==> config.mk <==
export PLATFORM = sky130hd
export DESIGN_NAME = cpu_task_scheduler_fifo_srtf_rr
export DESIGN_NICKNAME = d
export VERILOG_FILES = /design/src/tsch_pkg.sv /design/src/tsch_mem.sv /design/src/tsch_pick.sv /design/src/cpu_task_scheduler_fifo_srtf_rr.sv
export SDC_FILE = /design/constraint.sdc
export NUM_CORES = 2
export LEC_CHECK = 0
export BUFFER_PORTS_ARGS = -buffer_cell sky130_fd_sc_hd__buf_2
export CAP_MARGIN = 0
export CORE_MARGIN = 2
export CORE_UTILIZATION = 40
export CTS_CLUSTER_DIAMETER = 30
export DETAILED_ROUTE_END_ITERATION = 8
export PLACE_DENSITY_LB_ADDON = 0.12
export SLEW_MARGIN = 20
export SYNTH_ARGS = -nofsm -noshare
export SYNTH_HDL_FRONTEND = slang
export SYNTH_HIERARCHICAL = 1
export SYNTH_SLANG_ARGS = --single-unit
==> constraint.sdc <==
create_clock -name i_clk -period 8.85 [get_ports i_clk]
set_clock_uncertainty 0.2 [all_clocks]
set_input_delay 0.885 -clock i_clk [delete_from_list [all_inputs] [get_ports i_clk]]
set_output_delay 0.885 -clock i_clk [all_outputs]
set_load 0.01 [all_outputs]
==> src/tsch_pkg.sv <==
// Shared types and codes for the task scheduler.
// Used by tsch_mem, tsch_pick and cpu_task_scheduler_fifo_srtf_rr.
package tsch_pkg;

    localparam int TASK_SLOTS_DEF = 32;

    localparam logic [1:0] OP_LOAD  = 2'd0;
    localparam logic [1:0] OP_TICK  = 2'd1;
    localparam logic [1:0] OP_READ  = 2'd2;
    localparam logic [1:0] OP_CLEAR = 2'd3;

    localparam logic [1:0] POL_FIFO = 2'd0;
    localparam logic [1:0] POL_SRTF = 2'd1;
    localparam logic [1:0] POL_RR   = 2'd2;

    localparam logic [15:0] CNT_MAX = 16'hFFFF;

    // one task entry of the statistics memory
    typedef struct packed {
        logic [7:0]  rem;
        logic [15:0] comp;
        logic [15:0] wt;
    } t_stat;

    typedef struct packed {
        logic rd;
        logic st_we;
        logic ar_we;
        logic clr;
    } t_mem_ctl;

    typedef struct packed {
        logic clr;
        logic step;
    } t_pick_ctl;

endpackage

==> src/tsch_mem.sv <==
// Task memories: statistics entries with valid bits, and arrival times.
// Depends on tsch_pkg.
module tsch_mem import tsch_pkg::*; #(
    parameter int TASK_SLOTS = TASK_SLOTS_DEF
) (
    input  logic                          i_clk,
    input  logic                          i_rst_n,
    input  t_mem_ctl                      i_ctl,
    input  logic [$clog2(TASK_SLOTS)-1:0] i_rd_addr,
    input  logic [$clog2(TASK_SLOTS)-1:0] i_wr_addr,
    input  t_stat                         i_wr_stat,
    input  logic [11:0]                   i_wr_arr,
    output t_stat                         o_rd_stat,
    output logic [11:0]                   o_rd_arr
);

    t_stat             r_stat_mem [TASK_SLOTS];
    logic [11:0]       r_arr_mem  [TASK_SLOTS];
    logic [TASK_SLOTS-1:0] r_vld;
    t_stat             r_rd_stat;
    logic              r_rd_vld;

    always_ff @(posedge i_clk) begin
        if (i_ctl.st_we) begin
            r_stat_mem[i_wr_addr] <= i_wr_stat;
        end
        if (i_ctl.ar_we) begin
            r_arr_mem[i_wr_addr] <= i_wr_arr;
        end
        if (i_ctl.rd) begin
            r_rd_stat <= r_stat_mem[i_rd_addr];
            o_rd_arr  <= r_arr_mem[i_rd_addr];
        end
    end

    always_ff @(posedge i_clk) begin
        if (!i_rst_n) begin
            r_vld    <= '0;
            r_rd_vld <= 1'b0;
        end else begin
            if (i_ctl.clr) begin
                r_vld <= '0;
            end else if (i_ctl.st_we) begin
                r_vld[i_wr_addr] <= 1'b1;
            end
            if (i_ctl.rd) begin
                r_rd_vld <= r_vld[i_rd_addr];
            end
        end
    end

    // an entry never written since reset or clear reads as zero
    assign o_rd_stat = r_rd_vld ? r_rd_stat : '0;

endmodule

==> src/tsch_pick.sv <==
// Running task selection over one scan of the table, plus ready count.
// Depends on tsch_pkg.
module tsch_pick import tsch_pkg::*; #(
    parameter int TASK_SLOTS = TASK_SLOTS_DEF
) (
    input  logic                            i_clk,
    input  logic                            i_rst_n,
    input  t_pick_ctl                       i_ctl,
    input  logic [$clog2(TASK_SLOTS)-1:0]   i_slot,
    input  t_stat                           i_stat,
    input  logic [11:0]                     i_arr,
    input  logic [15:0]                     i_tick,
    input  logic [1:0]                      i_policy,
    input  logic [$clog2(TASK_SLOTS)-1:0]   i_last_run,
    output logic                            o_ready,
    output logic                            o_have,
    output logic [$clog2(TASK_SLOTS)-1:0]   o_pick,
    output t_stat                           o_pick_stat,
    output logic [$clog2(TASK_SLOTS+1)-1:0] o_rdy_cnt
);

    localparam int LW = $clog2(TASK_SLOTS + 1);

    logic          r_nz;
    logic          r_after;
    logic          w_after;
    logic          w_take;

    assign o_ready = (i_stat.rem != 8'd0) && ({4'd0, i_arr} <= i_tick);
    assign w_after = i_slot > i_last_run;

    always_comb begin
        case (i_policy)
            POL_SRTF: w_take = o_ready && (!o_have || i_stat.rem < o_pick_stat.rem);
            // prefer the first ready slot after the last one run, else wrap
            POL_RR:   w_take = o_ready && (!o_have || (w_after && !r_after));
            default:  w_take = o_ready && !r_nz;
        endcase
    end

    always_ff @(posedge i_clk) begin
        if (!i_rst_n) begin
            o_have    <= 1'b0;
            r_nz      <= 1'b0;
            r_after   <= 1'b0;
            o_rdy_cnt <= '0;
        end else if (i_ctl.clr) begin
            o_have    <= 1'b0;
            r_nz      <= 1'b0;
            r_after   <= 1'b0;
            o_rdy_cnt <= '0;
        end else if (i_ctl.step) begin
            if (i_stat.rem != 8'd0) begin
                r_nz <= 1'b1;
            end
            if (o_ready) begin
                o_rdy_cnt <= o_rdy_cnt + LW'(1);
            end
            if (w_take) begin
                o_have  <= 1'b1;
                r_after <= w_after;
            end
        end
    end

    always_ff @(posedge i_clk) begin
        if (i_ctl.step && w_take) begin
            o_pick      <= i_slot;
            o_pick_stat <= i_stat;
        end
    end

endmodule

==> src/cpu_task_scheduler_fifo_srtf_rr.sv <==
// Top level of the task scheduler: command port, APB policy register, sequencer.
// Depends on tsch_pkg, tsch_mem and tsch_pick.
//
// channel   direction  handshake                    payload
// command   in         start high, busy low         i_operation, i_task_index,
//                                                   i_arrival_time, i_service_time
// result    out        o_valid, one cycle, no stall  o_idle .. o_wait_ticks
// config    in         APB psel/penable/pwrite       paddr, pwdata (policy)
//
// A tick scans the statistics memory, one slot read per cycle through its single
// read port, and then makes one fix-up write of the chosen task.
// Reset (synchronous, active low) empties all slots through the valid bits at once.
// The result beat is shown for one cycle with busy already low; the receiver
// cannot stall it.
module cpu_task_scheduler_fifo_srtf_rr import tsch_pkg::*; #(
    parameter int TASK_SLOTS = TASK_SLOTS_DEF
) (
    input  logic        i_clk,
    input  logic        i_rst_n,
    input  logic        start,
    output logic        busy,
    input  logic [1:0]  i_operation,
    input  logic [4:0]  i_task_index,
    input  logic [11:0] i_arrival_time,
    input  logic [7:0]  i_service_time,
    output logic        o_valid,
    output logic        o_idle,
    output logic [4:0]  o_running_task,
    output logic [7:0]  o_running_remaining,
    output logic [5:0]  o_ready_waiting,
    output logic        o_task_done,
    output logic        o_all_done,
    output logic [15:0] o_tick_time,
    output logic [15:0] o_finish_tick,
    output logic [15:0] o_turnaround_time,
    output logic [15:0] o_wait_ticks,
    input  logic        psel,
    input  logic        penable,
    input  logic        pwrite,
    input  logic [2:0]  paddr,
    input  logic [31:0] pwdata,
    output logic [31:0] prdata,
    output logic        pready
);

    localparam int SW = $clog2(TASK_SLOTS);
    localparam int LW = $clog2(TASK_SLOTS + 1);

    typedef enum logic [2:0] {S_IDLE, S_REQ, S_RD, S_SCAN, S_FIX} t_state;

    t_state          r_state;
    logic [1:0]      r_policy;
    logic [1:0]      r_op;
    logic [4:0]      r_idx;
    logic [11:0]     r_arr;
    logic [7:0]      r_svc;
    logic [15:0]     r_tick;
    logic [SW-1:0]   r_last_run;
    logic [LW-1:0]   r_live;
    logic [LW-1:0]   r_cnt;
    logic            r_dv;
    logic [SW-1:0]   r_dslot;

    logic            w_accept;
    logic            w_in_range;
    logic [SW-1:0]   w_idx_addr;
    t_mem_ctl        w_mem_ctl;
    logic [SW-1:0]   w_rd_addr;
    logic [SW-1:0]   w_wr_addr;
    t_stat           w_wr_stat;
    t_stat           w_rd_stat;
    logic [11:0]     w_rd_arr;
    t_pick_ctl       w_pick_ctl;
    logic            w_ready;
    logic            w_have;
    logic [SW-1:0]   w_pick;
    t_stat           w_pick_stat;
    logic [LW-1:0]   w_rdy_cnt;
    logic [7:0]      w_rem_dec;
    logic [15:0]     w_tick_inc;
    logic [LW-1:0]   n_live_load;
    logic [LW-1:0]   n_live_fix;
    logic [LW-1:0]   w_waiting;
    logic [15:0]     w_arr16;
    logic            w_scan_last;

    assign busy     = (r_state != S_IDLE);
    assign pready   = 1'b1;
    assign prdata   = paddr[2] ? 32'd0 : {30'd0, r_policy};
    assign w_accept = start && !busy;

    assign w_in_range  = (int'(r_idx) < TASK_SLOTS);
    assign w_idx_addr  = SW'(r_idx);
    assign w_rem_dec   = w_pick_stat.rem - 8'd1;
    assign w_tick_inc  = (r_tick == CNT_MAX) ? CNT_MAX : r_tick + 16'd1;
    assign w_arr16     = {4'd0, w_rd_arr};
    assign w_scan_last = r_dv && (r_dslot == SW'(TASK_SLOTS - 1));
    assign w_waiting   = w_rdy_cnt - LW'(w_have);

    // live slot count after a load: add the new entry, drop the one it replaces
    assign n_live_load = r_live + LW'(r_svc != 8'd0) - LW'(w_rd_stat.rem != 8'd0);
    assign n_live_fix  = r_live - LW'(w_have && w_rem_dec == 8'd0);

    // memory access per state; the scan writes slot k while reading slot k+1,
    // and the fix-up write comes after the scan, so no two accesses collide
    always_comb begin
        w_mem_ctl = '0;
        w_rd_addr = w_idx_addr;
        w_wr_addr = w_idx_addr;
        w_wr_stat = '0;
        case (r_state)
            S_IDLE: begin
                w_mem_ctl.clr = w_accept && (i_operation == OP_CLEAR);
            end
            S_REQ: begin
                w_mem_ctl.rd = 1'b1;
            end
            S_RD: begin
                if (r_op == OP_LOAD && w_in_range) begin
                    w_mem_ctl.st_we = 1'b1;
                    w_mem_ctl.ar_we = 1'b1;
                    w_wr_stat.rem   = r_svc;
                end
            end
            S_SCAN: begin
                w_rd_addr    = r_cnt[SW-1:0];
                w_mem_ctl.rd = (int'(r_cnt) < TASK_SLOTS);
                w_wr_addr    = r_dslot;
                // count a wait for every ready slot; the chosen one is restored later
                w_wr_stat    = w_rd_stat;
                w_wr_stat.wt = (w_rd_stat.wt == CNT_MAX) ? CNT_MAX : w_rd_stat.wt + 16'd1;
                w_mem_ctl.st_we = r_dv && w_ready;
            end
            S_FIX: begin
                w_wr_addr       = w_pick;
                w_wr_stat       = w_pick_stat;
                w_wr_stat.rem   = w_rem_dec;
                if (w_rem_dec == 8'd0) begin
                    w_wr_stat.comp = w_tick_inc;
                end
                w_mem_ctl.st_we = w_have;
            end
            default: begin
                w_mem_ctl = '0;
            end
        endcase
    end

    assign w_pick_ctl.clr  = w_accept && (i_operation == OP_TICK);
    assign w_pick_ctl.step = (r_state == S_SCAN) && r_dv;

    tsch_mem #(.TASK_SLOTS(TASK_SLOTS)) u_mem (
        .i_clk     (i_clk),
        .i_rst_n   (i_rst_n),
        .i_ctl     (w_mem_ctl),
        .i_rd_addr (w_rd_addr),
        .i_wr_addr (w_wr_addr),
        .i_wr_stat (w_wr_stat),
        .i_wr_arr  (r_arr),
        .o_rd_stat (w_rd_stat),
        .o_rd_arr  (w_rd_arr)
    );

    tsch_pick #(.TASK_SLOTS(TASK_SLOTS)) u_pick (
        .i_clk       (i_clk),
        .i_rst_n     (i_rst_n),
        .i_ctl       (w_pick_ctl),
        .i_slot      (r_dslot),
        .i_stat      (w_rd_stat),
        .i_arr       (w_rd_arr),
        .i_tick      (r_tick),
        .i_policy    (r_policy),
        .i_last_run  (r_last_run),
        .o_ready     (w_ready),
        .o_have      (w_have),
        .o_pick      (w_pick),
        .o_pick_stat (w_pick_stat),
        .o_rdy_cnt   (w_rdy_cnt)
    );

    always_ff @(posedge i_clk) begin
        if (!i_rst_n) begin
            r_state    <= S_IDLE;
            r_policy   <= POL_FIFO;
            r_tick     <= 16'd0;
            r_last_run <= SW'(TASK_SLOTS - 1);
            r_live     <= '0;
            r_cnt      <= '0;
            r_dv       <= 1'b0;
            o_valid    <= 1'b0;
        end else begin
            o_valid <= 1'b0;
            if (psel && penable && pwrite && pready && !paddr[2]) begin
                r_policy <= pwdata[1:0];
            end
            case (r_state)
                S_IDLE: begin
                    if (w_accept) begin
                        r_op  <= i_operation;
                        r_idx <= i_task_index;
                        r_arr <= i_arrival_time;
                        r_svc <= i_service_time;
                        // zero every result field but all_done; each operation fills its own
                        o_idle              <= 1'b0;
                        o_running_task      <= 5'd0;
                        o_running_remaining <= 8'd0;
                        o_ready_waiting     <= 6'd0;
                        o_task_done         <= 1'b0;
                        o_tick_time         <= 16'd0;
                        o_finish_tick       <= 16'd0;
                        o_turnaround_time   <= 16'd0;
                        o_wait_ticks        <= 16'd0;
                        case (i_operation)
                            OP_CLEAR: begin
                                r_tick     <= 16'd0;
                                r_last_run <= SW'(TASK_SLOTS - 1);
                                r_live     <= '0;
                                o_all_done <= 1'b1;
                                o_valid    <= 1'b1;
                            end
                            OP_TICK: begin
                                r_cnt   <= '0;
                                r_dv    <= 1'b0;
                                r_state <= S_SCAN;
                            end
                            default: begin
                                r_state <= S_REQ;
                            end
                        endcase
                    end
                end
                S_REQ: begin
                    r_state <= S_RD;
                end
                S_RD: begin
                    o_valid    <= 1'b1;
                    o_all_done <= (r_live == '0);
                    r_state    <= S_IDLE;
                    if (w_in_range) begin
                        if (r_op == OP_LOAD) begin
                            r_live     <= n_live_load;
                            o_all_done <= (n_live_load == '0);
                        end else begin
                            o_finish_tick <= w_rd_stat.comp;
                            o_wait_ticks  <= w_rd_stat.wt;
                            if (w_rd_stat.comp != 16'd0 && w_rd_stat.comp >= w_arr16) begin
                                o_turnaround_time <= w_rd_stat.comp - w_arr16;
                            end
                        end
                    end
                end
                S_SCAN: begin
                    // one slot read per cycle; data for slot k arrives in the next cycle
                    r_dv    <= (int'(r_cnt) < TASK_SLOTS);
                    r_dslot <= r_cnt[SW-1:0];
                    if (int'(r_cnt) < TASK_SLOTS) begin
                        r_cnt <= r_cnt + LW'(1);
                    end
                    if (w_scan_last) begin
                        r_state <= S_FIX;
                    end
                end
                S_FIX: begin
                    o_valid         <= 1'b1;
                    o_tick_time     <= r_tick;
                    o_ready_waiting <= (int'(w_waiting) > 63) ? 6'd63 : 6'(w_waiting);
                    o_idle          <= !w_have;
                    if (w_have) begin
                        o_running_task      <= 5'(w_pick);
                        o_running_remaining <= w_pick_stat.rem;
                        o_task_done         <= (w_rem_dec == 8'd0);
                        r_last_run          <= w_pick;
                    end
                    r_live     <= n_live_fix;
                    o_all_done <= (n_live_fix == '0);
                    r_tick     <= w_tick_inc;
                    r_state    <= S_IDLE;
                end
                default: begin
                    r_state <= S_IDLE;
                end
            endcase
        end
    end

    // any operation but clear keeps the block busy for the next cycle
    a_busy_after_accept: assert property (@(posedge i_clk) disable iff (!i_rst_n)
        (start && !busy && i_operation != OP_CLEAR) |=> busy)
        else $error("busy not raised after accept");

    // a result beat only ever appears once the sequencer is back at rest
    a_valid_idle: assert property (@(posedge i_clk) disable iff (!i_rst_n)
        o_valid |-> !busy)
        else $error("result beat while busy");

    // an idle tick reports no finished task
    a_idle_no_done: assert property (@(posedge i_clk) disable iff (!i_rst_n)
        (o_valid && o_idle) |-> (!o_task_done && o_running_remaining == 8'd0))
        else $error("idle tick with running task data");

    // the live slot count never exceeds the table size
    a_live_bound: assert property (@(posedge i_clk) disable iff (!i_rst_n)
        int'(r_live) <= TASK_SLOTS)
        else $error("live slot count overflow");

endmodule

==> impl_metrics.toml <==
[global_routing]
use_met3_pct = 4.61
grtUsageTotal_pct = 20.6
antenna_found_initial = 6
grt_max_degree = 120
use_met1_pct = 29.2
busiest_layer = "met2"
grt_pass1_vias = 40400
grt-ovfl-total = 0
met2_usage_pct = 32.2
grt_first_pass_wirelength_um = 291000

[clock_network]
cts_setup_buffers = 0
cts_sinks = 1961
hold_buffers = 29
cts_tree = "built"
clockRootBuffer = "clkbuf_16"
h-tree-depth = 5
clk_latency_ps = 950
cts_made_buffers = 426
cts.repair.resized = 0
cts_buffer_depth = 4
cts.clk_slew.worst_paths_ps = 50

[timing]
tightest_slew_ps = 1180
final_max_slew_viol_count = 0
hold_ws_ps = 211
setup-tns-final_ps = 0
layout_min_cycle_time_ps = 6000
hold_viol_final = 0
rsz0062_at_grt = "false"
fmax_mhz = 167
post-route-period-util_pct = 67.8
slew_headroom_pct = 21.1
setup-violations-final = 0

[logic_synthesis]
ys_warn_count = 6
yosysMostFrequentCell = "edfxtp_1"
netlist_area_um2 = 77700
syn_avg_cell_area_um2 = 20.7
synth_seq_cells = 1961
synthTopCellsByArea = "edfxtp_1 (73%), mux4_2 (15%), dfxtp_1 (2.1%)"
syn_inst = 3754
ys.flop_type = "edfxtp_1"
synth_cell_types = 84
async_flop_share_pct = 0
yosysTopAreaCell = "edfxtp_1"
synthDominantCellAreaShare_pct = 72.6
synth-edff-count = 1879
netlist_top_cells_count = "edfxtp_1 (1879), mux4_2 (520), nor2_1 (143)"
ys_seq_area_share_pct = 74.7

[routing]
wire_per_inst_um = 28.7
first_pass_iters = 5
ant_nets = 0
drcViolationCount = 0
via_count = 39400
drtIter0Drc = 3761
vias_per_cell = 5.53
wl_um = 204000

[layout]
fin_area_um2 = 96600
areaGrowthSynthToFinish_pct = 24.3
fin_nets = 4390
drive_gt1_share_pct = 34.4
utilization_pct = 50.1

[placement]
place_area_um2 = 82000
dp_hpwl_um = 111000
gp_congestion = 0.799
io_buffers = 125

[worst_setup_path]
worst-path-buf-inv = 3
cpMaxStageDelayCell = "nor2_4"
cp.required_ps = 9210
cp.arrival_ps = 6360
cp-start-kind = "flop"
cp_cell_sequence = "nor2_1 -> buf_4 -> and2_2 -> buf_4 -> a221o_1 -> nand3b_1 -> nor2_4 -> buf_4"
cpMostUsedCell = "buf_4"
crit_fanout = 42
endpoint_kind = "flop"
critical_path_class = "reg -> reg"
slowest_delay_ps = 1180
r2r_slack_ps = 2850
critical-path-top-delay-family = "simple AND/OR/NAND/NOR gates"

[die]
start_util_pct = 40.3
die_x_um = 445
die_area_um2 = 198000
num_rows = 161
core_um2 = 193000
die_h_um = 445
boundaryPins = 189

[status]
status = "complete, no violations"

[hold_path]
hold_path.class = "in -> reg"

[power_and_ir_drop]
clockPowerShare_pct = 58.7
p_sw_uw = 5320
p_leak_uw = 0.0298
switching_share_pct = 20.2
p_int_uw = 21000
pwr-share-comb_pct = 2.5
seqPwrFrac_pct = 38.7
p_per_area_nw_per_um2 = 273
irDropWorstVdd_uv = 222

[job]
maxCapViolCount = 0
area by class of cell:
cell class | instances | area [um^2]
Antenna cell | 3 | 7.51
Inverter | 66 | 248
Multi-Input combinational cell | 1532 | 18900
Tap cell | 2526 | 3160
Fill cell | 15600 | 96200
Clock buffer | 481 | 11100
Clock inverter | 283 | 3130
Timing Repair Buffer | 275 | 2000
Sequential cell | 1961 | 58100
final timing paths:
| path | start | end | cells past startpoint |
|---|---|---|---|
| worst min register to register | u_mem/r_vld[26] | u_mem/r_vld[26] | 1 |
| worst max register to register | r_state[1] | u_mem/r_stat_mem[29][28] | 8 |
| worst min-delay path | penable | r_policy[0] | 4 |
| worst max-delay path | r_state[1] | u_mem/r_stat_mem[29][28] | 8 |
cells in the final DEF (no fill, tap or decap), drive strengths merged, types with 21 or more instances in the layout:
| cell type | count |
|---|---|
| bufinv | 59 |
| mux2 | 56 |
| o21ai | 71 |
| and3 | 66 |
| nand2 | 120 |
| nor2b | 23 |
| dlygate4sd3 | 29 |
| inv | 83 |
| nor3 | 21 |
| o21a | 40 |
| xnor2 | 29 |
| buf | 245 |
| clkbuf | 482 |
| a21oi | 35 |
| edfxtp | 1879 |
| clkinvlp | 40 |
| mux2i | 32 |
| and2 | 53 |
| ha | 58 |
| clkinv | 167 |
| mux4 | 520 |
| conb | 31 |
| dfxtp | 82 |
| nand3 | 37 |
| nor2 | 143 |
tightest hold or removal path, stage by stage:
cell      delay [ps]
buf_2            100
nand4b_1         140
mux2i_1           90
nor2b_1           90
kinds of logic after synthesis:
family	synth area share (%)
AOI/OAI and AO/OA	2.20
xor gates and xnor gates	0.507
adders and majority gates	0.986
buffers and inverters	1.74
DFF	74.7
muxes	16.3
other	0.00967
and+or+nand+nor	3.53
flip-flops by register name, summed over array words and instances (netlist names), 3 cells and up:
name and count:
r_tick 16, u_pick/o_pick_stat 40, r_live 6, u_mem/r_stat_mem 1280, r_last_run 5, o_wait_ticks 16
r_state 3, u_mem/r_rd_stat 40, o_turnaround_time 16, o_ready_waiting 6, u_pick/o_rdy_cnt 6, u_mem/o_rd_arr 12
o_running_task 5, r_dslot 5, r_arr 12, r_svc 8, o_tick_time 16, u_pick/o_pick 5
r_idx 5, u_mem/r_arr_mem 384, u_mem/r_vld 32, r_cnt 6, o_finish_tick 16, o_running_remaining 8
routing by layer:
metal / part of all wire (%) / up-vias / routed length [um]
li1: - / 16600 / -
met1: 44 / 21000 / 89100
met2: 47 / 1413 / 96700
met3: 6.9 / 302 / 14200
met4: 2.2 / 2 / 4520
met5: 0.0064 / - / 13
per-stage QoR:
step | cells | power [uW] | setup slack (ps)
5_1_grt | 7125 | 27100 | 2650
6_report | 7127 | 26300 | 2850
2_1_floorplan | 3783 | 10800 | 2590
4_1_cts | 7120 | 26600 | 2890
3_5_place_dp | 6327 | 11000 | 2960
3_3_place_gp | 6325 | 11000 | 3010
power groups by stage:
stage | Combinational, uW | Sequential (uW) | Clock, uW
after global routing | 721 | 10200 | 16200
final | 670 | 10200 | 15500
after global placement | 668 | 10400 | 0
after detailed placement | 667 | 10400 | 0
after CTS | 679 | 10200 | 15700
after floorplan | 451 | 10300 | 0
No activity file was read; power rests on OpenSTA's default activity.
